==> config.mk <==
export PLATFORM = sky130hd
export DESIGN_NAME = vdphp_out_buf
export DESIGN_NICKNAME = d
export VERILOG_FILES = /design/src/hw/rtl/vdp_host_port_interface_assert.svh /design/src/hw/rtl/vdphp_pkg.sv /design/src/hw/rtl/vdphp_out_buf.sv
export SDC_FILE = /design/constraint.sdc
export NUM_CORES = 1
export LEC_CHECK = 0
export BUFFER_PORTS_ARGS = -buffer_cell sky130_fd_sc_hd__buf_2
export CORE_ASPECT_RATIO = 1.25
export CORE_MARGIN = 1
export CORE_UTILIZATION = 48
export DETAILED_ROUTE_END_ITERATION = 10
export GPL_ROUTABILITY_DRIVEN = 1
export PLACE_DENSITY = 0.75
export RECOVER_POWER = 50
export SETUP_SLACK_MARGIN = 0.1
export SYNTH_ARGS = -nofsm -noshare
export SYNTH_HDL_FRONTEND = slang
export SYNTH_SLANG_ARGS = --single-unit
==> constraint.sdc <==
create_clock -name i_clk -period 2.13 [get_ports i_clk]
set_input_delay 0.213 -clock i_clk [delete_from_list [all_inputs] [get_ports i_clk]]
set_output_delay 0.213 -clock i_clk [all_outputs]
set_load 0.05 [all_outputs]
==> src/hw/rtl/vdp_host_port_interface_assert.svh <==
// assertion macros for the vdp host port
`ifndef VDP_HOST_PORT_INTERFACE_ASSERT_SVH
`define VDP_HOST_PORT_INTERFACE_ASSERT_SVH

`ifndef NO_ASSERTIONS
// antecedent implies consequent in the same cycle
`define VDPHP_ASSERT_IMP(label, clk, rst_n, ante, cons, msg) \
    label: assert property (@(posedge clk) disable iff (!rst_n) (ante) |-> (cons)) \
        else $error(msg);
// antecedent implies consequent in the next cycle
`define VDPHP_ASSERT_NXT(label, clk, rst_n, ante, cons, msg) \
    label: assert property (@(posedge clk) disable iff (!rst_n) (ante) |=> (cons)) \
        else $error(msg);
`else
`define VDPHP_ASSERT_IMP(label, clk, rst_n, ante, cons, msg)
`define VDPHP_ASSERT_NXT(label, clk, rst_n, ante, cons, msg)
`endif

`endif

==> src/hw/rtl/vdphp_pkg.sv <==
package vdphp_pkg;

    // video memory geometry
    localparam int VRAM_DEPTH = 16384;
    localparam int ADDR_W     = $clog2(VRAM_DEPTH);
    localparam int HOST_ADDR_W = 14;
    // compare-subtract steps needed to fold a host address into the memory
    localparam int FOLD_STEPS =
        $clog2(((1 << HOST_ADDR_W) + VRAM_DEPTH - 1) / VRAM_DEPTH);

    // control registers
    localparam int REG_COUNT = 8;
    localparam int REG_IDX_W = $clog2(REG_COUNT);
    localparam int REG_MODE  = 1;

    localparam logic [7:0] LAST_ROW = 8'(191);

    // bit positions
    localparam int DISP_EN_BIT    = 6;
    localparam int IRQ_EN_BIT     = 5;
    localparam int CTRL_REG_BIT   = 7;
    localparam int CTRL_NO_PF_BIT = 6;
    localparam int ADDR_HI_W      = 6;

    localparam logic [7:0] STATUS_FRAME = 8'h80;

    typedef enum logic [2:0] {
        FUNC_DATA_WR = 3'd0,
        FUNC_DATA_RD = 3'd1,
        FUNC_CTRL_WR = 3'd2,
        FUNC_STAT_RD = 3'd3,
        FUNC_LINE    = 3'd4
    } t_func;

    typedef struct packed {
        logic       irq_pulse;
        logic [7:0] rdata;
    } t_result;

    // host address modulo memory depth, restoring compare-subtract
    function automatic logic [ADDR_W-1:0] fold_addr(input logic [HOST_ADDR_W-1:0] a);
        logic [HOST_ADDR_W:0] rem;
        rem = {1'b0, a};
        for (int i = FOLD_STEPS - 1; i >= 0; i--) begin
            if (rem >= ((HOST_ADDR_W+1)'(VRAM_DEPTH) << i)) begin
                rem = rem - ((HOST_ADDR_W+1)'(VRAM_DEPTH) << i);
            end
        end
        return rem[ADDR_W-1:0];
    endfunction

    // address plus one, wrapping at the memory depth
    function automatic logic [ADDR_W-1:0] next_addr(input logic [ADDR_W-1:0] a);
        logic [ADDR_W-1:0] res;
        if (a == ADDR_W'(VRAM_DEPTH - 1)) begin
            res = '0;
        end else begin
            res = a + ADDR_W'(1);
        end
        return res;
    endfunction

endpackage

==> src/hw/rtl/vdphp_out_buf.sv <==
module vdphp_out_buf (
    input  logic              i_clk,
    input  logic              i_rst_n,
    input  logic              i_push,
    input  vdphp_pkg::t_result i_item,
    output logic              o_full,
    output logic              o_valid,
    input  logic              i_ready,
    output vdphp_pkg::t_result o_item
);
    import vdphp_pkg::*;

    logic    r_out_valid;
    logic    r_skid_valid;
    t_result r_out;
    t_result r_skid;

    always_ff @(posedge i_clk) begin
        if (!i_rst_n) begin
            r_out_valid  <= 1'b0;
            r_skid_valid <= 1'b0;
        end else if (r_skid_valid) begin
            if (i_ready) begin
                r_skid_valid <= 1'b0;
            end
        end else if (i_push) begin
            if (r_out_valid && !i_ready) begin
                r_skid_valid <= 1'b1;
            end else begin
                r_out_valid <= 1'b1;
            end
        end else if (i_ready) begin
            r_out_valid <= 1'b0;
        end
    end

    always_ff @(posedge i_clk) begin
        if (r_skid_valid) begin
            if (i_ready) begin
                r_out <= r_skid;
            end
        end else if (i_push) begin
            if (r_out_valid && !i_ready) begin
                r_skid <= i_item;
            end else begin
                r_out <= i_item;
            end
        end
    end

    assign o_full  = r_skid_valid;
    assign o_valid = r_out_valid;
    assign o_item  = r_out;

endmodule

==> results of run 1 <==
[area by class of cell]
class	instances	area (sq um)
Timing Repair Buffer	24	101
Fill cell	141	666
Multi-Input combinational cell	19	165
Clock buffer	3	22.5
Clock inverter	1	3.75
Sequential cell	20	581
Tap cell	18	22.5
[layout by cell type, fill, tap and decap left out, drive strengths merged]
master / synthesis / final
and2b: 1 / 1
clkinv: 0 / 1
o22a: 1 / 1
nor3: 1 / 1
nor3b: 1 / 1
dfxtp: 2 / 2
nand3b: 1 / 1
a21oi: 1 / 1
mux2: 9 / 9
o21ai: 1 / 1
edfxtp: 18 / 18
nand2: 2 / 2
buf: 2 / 9
nor2: 1 / 1
clkbuf: 0 / 18
[state kept, by name (all words and copies together) (netlist names)]
| signal | flops |
|---|---|
| o_valid | 1 |
| o_full | 1 |
| o_item | 9 |
| r_skid | 9 |
[cell usage after synthesis, drive strengths merged]
cell type	instances
edfxtp	18
o21ai	1
o22a	1
dfxtp	2
a21oi	1
nor3b	1
mux2	9
nand2	2
nor2	1
buf	2
nor3	1
nand3b	1
and2b	1
[kinds of logic (layout without fill, tap and decap cells)]
logic type             count (synthesis)  count (layout)  share of synthesized area
AND/OR/NAND/NOR                        7               7                     0.0506
multiplexers                           9               9                      0.152
AO/OA/AOI/OAI                          3               3                     0.0253
flip-flops                            20              20                      0.733
buffers and inverters                  2              28                     0.0395
[stage by stage]
step           setup WS (ps)  hold slack [ps]
2_1_floorplan            213              289
3_3_place_gp             520              406
3_5_place_dp             413              408
4_1_cts                  357             98.0
5_1_grt                  251             87.6
6_report                 334              105
[worst min-delay path by stage]
stage,cells past startpoint,end,from
3_5_place_dp,1,r_skid[7],i_item[7]
6_report,1,r_skid[8],i_item[8]
5_1_grt,1,r_skid[8],i_item[8]
2_1_floorplan,1,o_full,i_ready
4_1_cts,1,r_skid[8],i_item[8]
3_3_place_gp,1,r_skid[1],i_item[1]
[critical path, delay by kind of cell, from the launching register on]
kind,cells,cell delay [ps]
flops,1,340
buf+inv,2,950
[layer usage]
layer,global-route usage,up-vias
met3,0.0279,2
met2,0.214,15
met5,0,-
met1,0.162,209
li1,-,211
met4,0.103,0
[power by group through the flow]
| stage | combinational, mW | clock (mW) | sequential [mW] |
|---|---|---|---|
| finish | 0.106 | 0.173 | 0.457 |
| detailed placement | 0.116 | 0 | 0.466 |
| CTS | 0.116 | 0.179 | 0.457 |
| global placement | 0.114 | 0 | 0.465 |
| global route | 0.113 | 0.191 | 0.459 |
| floorplan | 0.0327 | 0 | 0.519 |
==> qor.csv, run 1 <==
metric,value,unit
outcome,completed,
start_util,0.507,
tns,0,ps
cp_slowest_stage_delay,560,ps
endpoint,o_full,
avgSynthCellArea,19.3,sq um
area_delta_synth_final,13.1,%
synth_nets,54,
final_cell_area,896,sq um
grt_pass1_wl,1580,um
cp_slowest_cell,clkbuf_1,
drtIter0Drc,6,
start_kind,flip-flop,
rsz0062_at_grt,no,
maxUsedRoutingLayer,met4,
internal-power,0.546,mW
synth_top_area_frac,0.682,
clkLatencyLatePin,290,ps
wl,1100,um
antenna_found_initial,0,
overflow,0,
power_density,820,mW/mm^2
worstMarginPinSlew,1150,ps
final_cell_count_no_fill,85,
numClockSinks,20,
peakVddDrop,0.000420,V
dr.pass1.iters,4,
max_slew_margin,0.225,
m1WireLength,519,um
cap_viol_max_count,0,
r2r-start,o_valid,
drv_slew,0,
criticalPathCategory,flip-flop to output pin,
grt_max_degree,16,
skew,9.13,ps
synth_top_area_cell,edfxtp_1,
portBuffers,23,
place_congestion,0.687,
worstPathArrival,1580,ps
drc_errors,0,
critPathCaptureType,output pin,
seqPwrFrac,0.621,
synthCells,41,
die_h,47.4,um
final_core_util,0.574,
seq_area_frac_synth,0.733,
grt_pass1_vias,382,
core,0.00156,sq mm
cp.required,1920,ps
dr_wl_met3,53,um
cts_tree,yes,
dp_cells,81,
via_per_inst,5.14,
regToRegEndpoint,r_skid[7],
synth_warnings,0,
cts_buffers,3,
route.met2.wl,514,um
cp_cell_sequence,"clkbuf_1, buf_2",
fmax,0.557,GHz
ff2ff_setup_slack,410,ps
drive_gt1_frac,0.284,
die_width,38.3,um
place_area,906,sq um
clk_path_buf_depth,2,
synth_area_leaders,"edfxtp_1 (68%), mux2_4 (9.5%), mux2_2 (5.7%)",
cts_resized,0,
syn-cell-area,792,sq um
p_leak,0.310,nW
crit_fanout,15,
ys_types,15,
fin_crit,1800,ps
hp-class,primary input to flip-flop,
die_area,0.00182,sq mm
wl_per_cell,12.9,um
pin_count,24,
power.net_switching,0.189,mW
post_cts_buffers,0,
num_antenna_cells,0,
startpoint,o_full,
path_clk_slew,110,ps
p_comb_frac,0.144,
rows,16,
switching_share,0.257,
ctsHoldBuffers,0,
htreeDepth,1,
hold_violations,0,
dp_hpwl,774,um
synth.ff_latch_count,20,
reg2regPathDepth,2,
drtAntennaViolNets,0,
root_buffer,clkbuf_4,
p_total,0.735,mW
setup_viol,0,
finalCritPeriodShare,0.843,
grt_usage,0.135,
vias,437,
power_frac_clock,0.235,
final_nets,81,
No activity file was read; power rests on OpenSTA's default activity.
==> inputs of run 2 (changes only) <==
==> constraint.sdc (replaced) <==
create_clock -name i_clk -period 1.8 [get_ports i_clk]
set_input_delay 0.18 -clock i_clk [delete_from_list [all_inputs] [get_ports i_clk]]
set_output_delay 0.18 -clock i_clk [all_outputs]
set_load 0.05 [all_outputs]
==> run 2 against run 1 <==
Via count shrank 3.9%. Critical path depth did not move. Routed wire length fell by 1.0%. Cell count up 1.2%. Non-clock buffer count grew 1. Highest routed layer unchanged. Clock skew decreased by 6.1 ps. Hold slack worse by 21 ps. Register-to-register slack lost 60 ps. Sequential power up 19%. Sequential cell count stayed put. Critical endpoint is now r_skid[4].
==> qor.csv, run 2 (synthesis gave the netlist of run 1 again) <==
metric,value,unit
outcome,completed,
cts_resized,0,
fmax,0.690,GHz
final_common_cell,edfxtp_1,
drv_slew,0,
cts_buffers,3,
drc_errors,0,
portBuffers,23,
critPathCaptureType,flip-flop,
antenna_found_initial,0,
p_leak,0.326,nW
die_width,38.3,um
start_util,0.507,
crit_fanout,9,
criticalPathCategory,flip-flop to flip-flop,
path_buf_inv,1,
dr.pass1.iters,4,
grt_max_degree,12,
vias,420,
pin_count,24,
clk_path_buf_depth,2,
place_congestion,0.784,
rsz0062_at_grt,no,
crit_family,simple AND/OR/NAND/NOR gates,
post_cts_buffers,0,
numClockSinks,20,
area_delta_synth_final,16.1,%
cp_slowest_stage_delay,510,ps
max_slew_margin,0.607,
multi_input_area,180,sq um
worstMarginPinSlew,593,ps
core,0.00156,sq mm
nFillCells,146,
grt_pass1_vias,391,
skew,3.05,ps
final_nets,82,
setup_viol,0,
seq_area,581,sq um
cts_tree,yes,
worstPathArrival,1460,ps
wl_per_cell,12.6,um
hold_violations,0,
dp_hpwl,847,um
fin_crit,1450,ps
final_cell_mix,"edfxtp_1 (18), clkbuf_1 (16), buf_2 (7), mux2_4 (5), mux2_2 (4)",
via_per_inst,4.88,
hp-class,primary input to flip-flop,
finalCritPeriodShare,0.806,
drive_gt1_frac,0.338,
num_antenna_cells,0,
root_buffer,clkbuf_4,
htreeDepth,1,
drtAntennaViolNets,0,
rows,16,
cp_slowest_cell,nor3_1,
tns,0,ps
die_area,0.00182,sq mm
cap_viol_max_count,0,
overflow,0,
drtIter0Drc,13,
die_h,47.4,um
finalHoldWorstSlack,84.7,ps
start_kind,flip-flop,
grt_usage,0.135,
cp.required,1810,ps
wl,1090,um
grt_pass1_wl,1590,um
cp_cell_sequence,"nor3_1, buf_4",
path_clk_slew,100,ps
peakVddDrop,0.000473,V
power_density,943,mW/mm^2
clkLatencyLatePin,280,ps
ctsHoldBuffers,0,
-- run 2: cell types whose count changed in the layout (fill, tap and decap cells not counted), sizes merged --
cell	delta
clkbuf	+1
-- run 2: worst paths after layout --
check                 start        end  slack (ps)  cells past startpoint
hold / removal    i_item[3]  r_skid[3]          80                      1
setup reg to reg     o_full  r_skid[4]         350                      2
setup / recovery     o_full  r_skid[4]         350                      2
hold reg to reg     o_valid    o_valid         520                      2
-- run 2: area by class of cell --
| class | instances | area share |
|---|---|---|
| flip-flops and latches | 20 | 0.631 |
| multi-input cells | 19 | 0.196 |
| repair buffers | 25 | 0.120 |
| clock buffers | 3 | 0.0245 |
| well taps | 18 | 0.0245 |
| clock inverters | 1 | 0.00408 |
-- run 2: where the power goes --
part / internal (mW) / switching [mW]
registers: 0.533 / 0.00833
logic: 0.0375 / 0.0923
clock network: 0.0804 / 0.116
-- run 2: per-stage QoR --
stage	util	cell area (sq um)	power [mW]	std cells	setup WS (ps)
after global placement	0.588	918	0.686	82	501
after global routing	0.589	920	0.910	86	246
after floorplan	-	797	0.653	41	152
final	0.589	920	0.868	86	350
after detailed placement	0.588	918	0.690	82	465
after CTS	0.605	945	0.887	86	442
-- run 2: metal layers --
layer | global-route usage | wire length (um) | share of wire | vias to the layer above
met3 | 0.0279 | 57 | 0.053 | 2
met2 | 0.237 | 526 | 0.48 | 15
met1 | 0.159 | 496 | 0.46 | 193
li1 | - | - | - | 210
met5 | 0 | 0 | 0 | -
met4 | 0.0621 | 5 | 0.0046 | 0
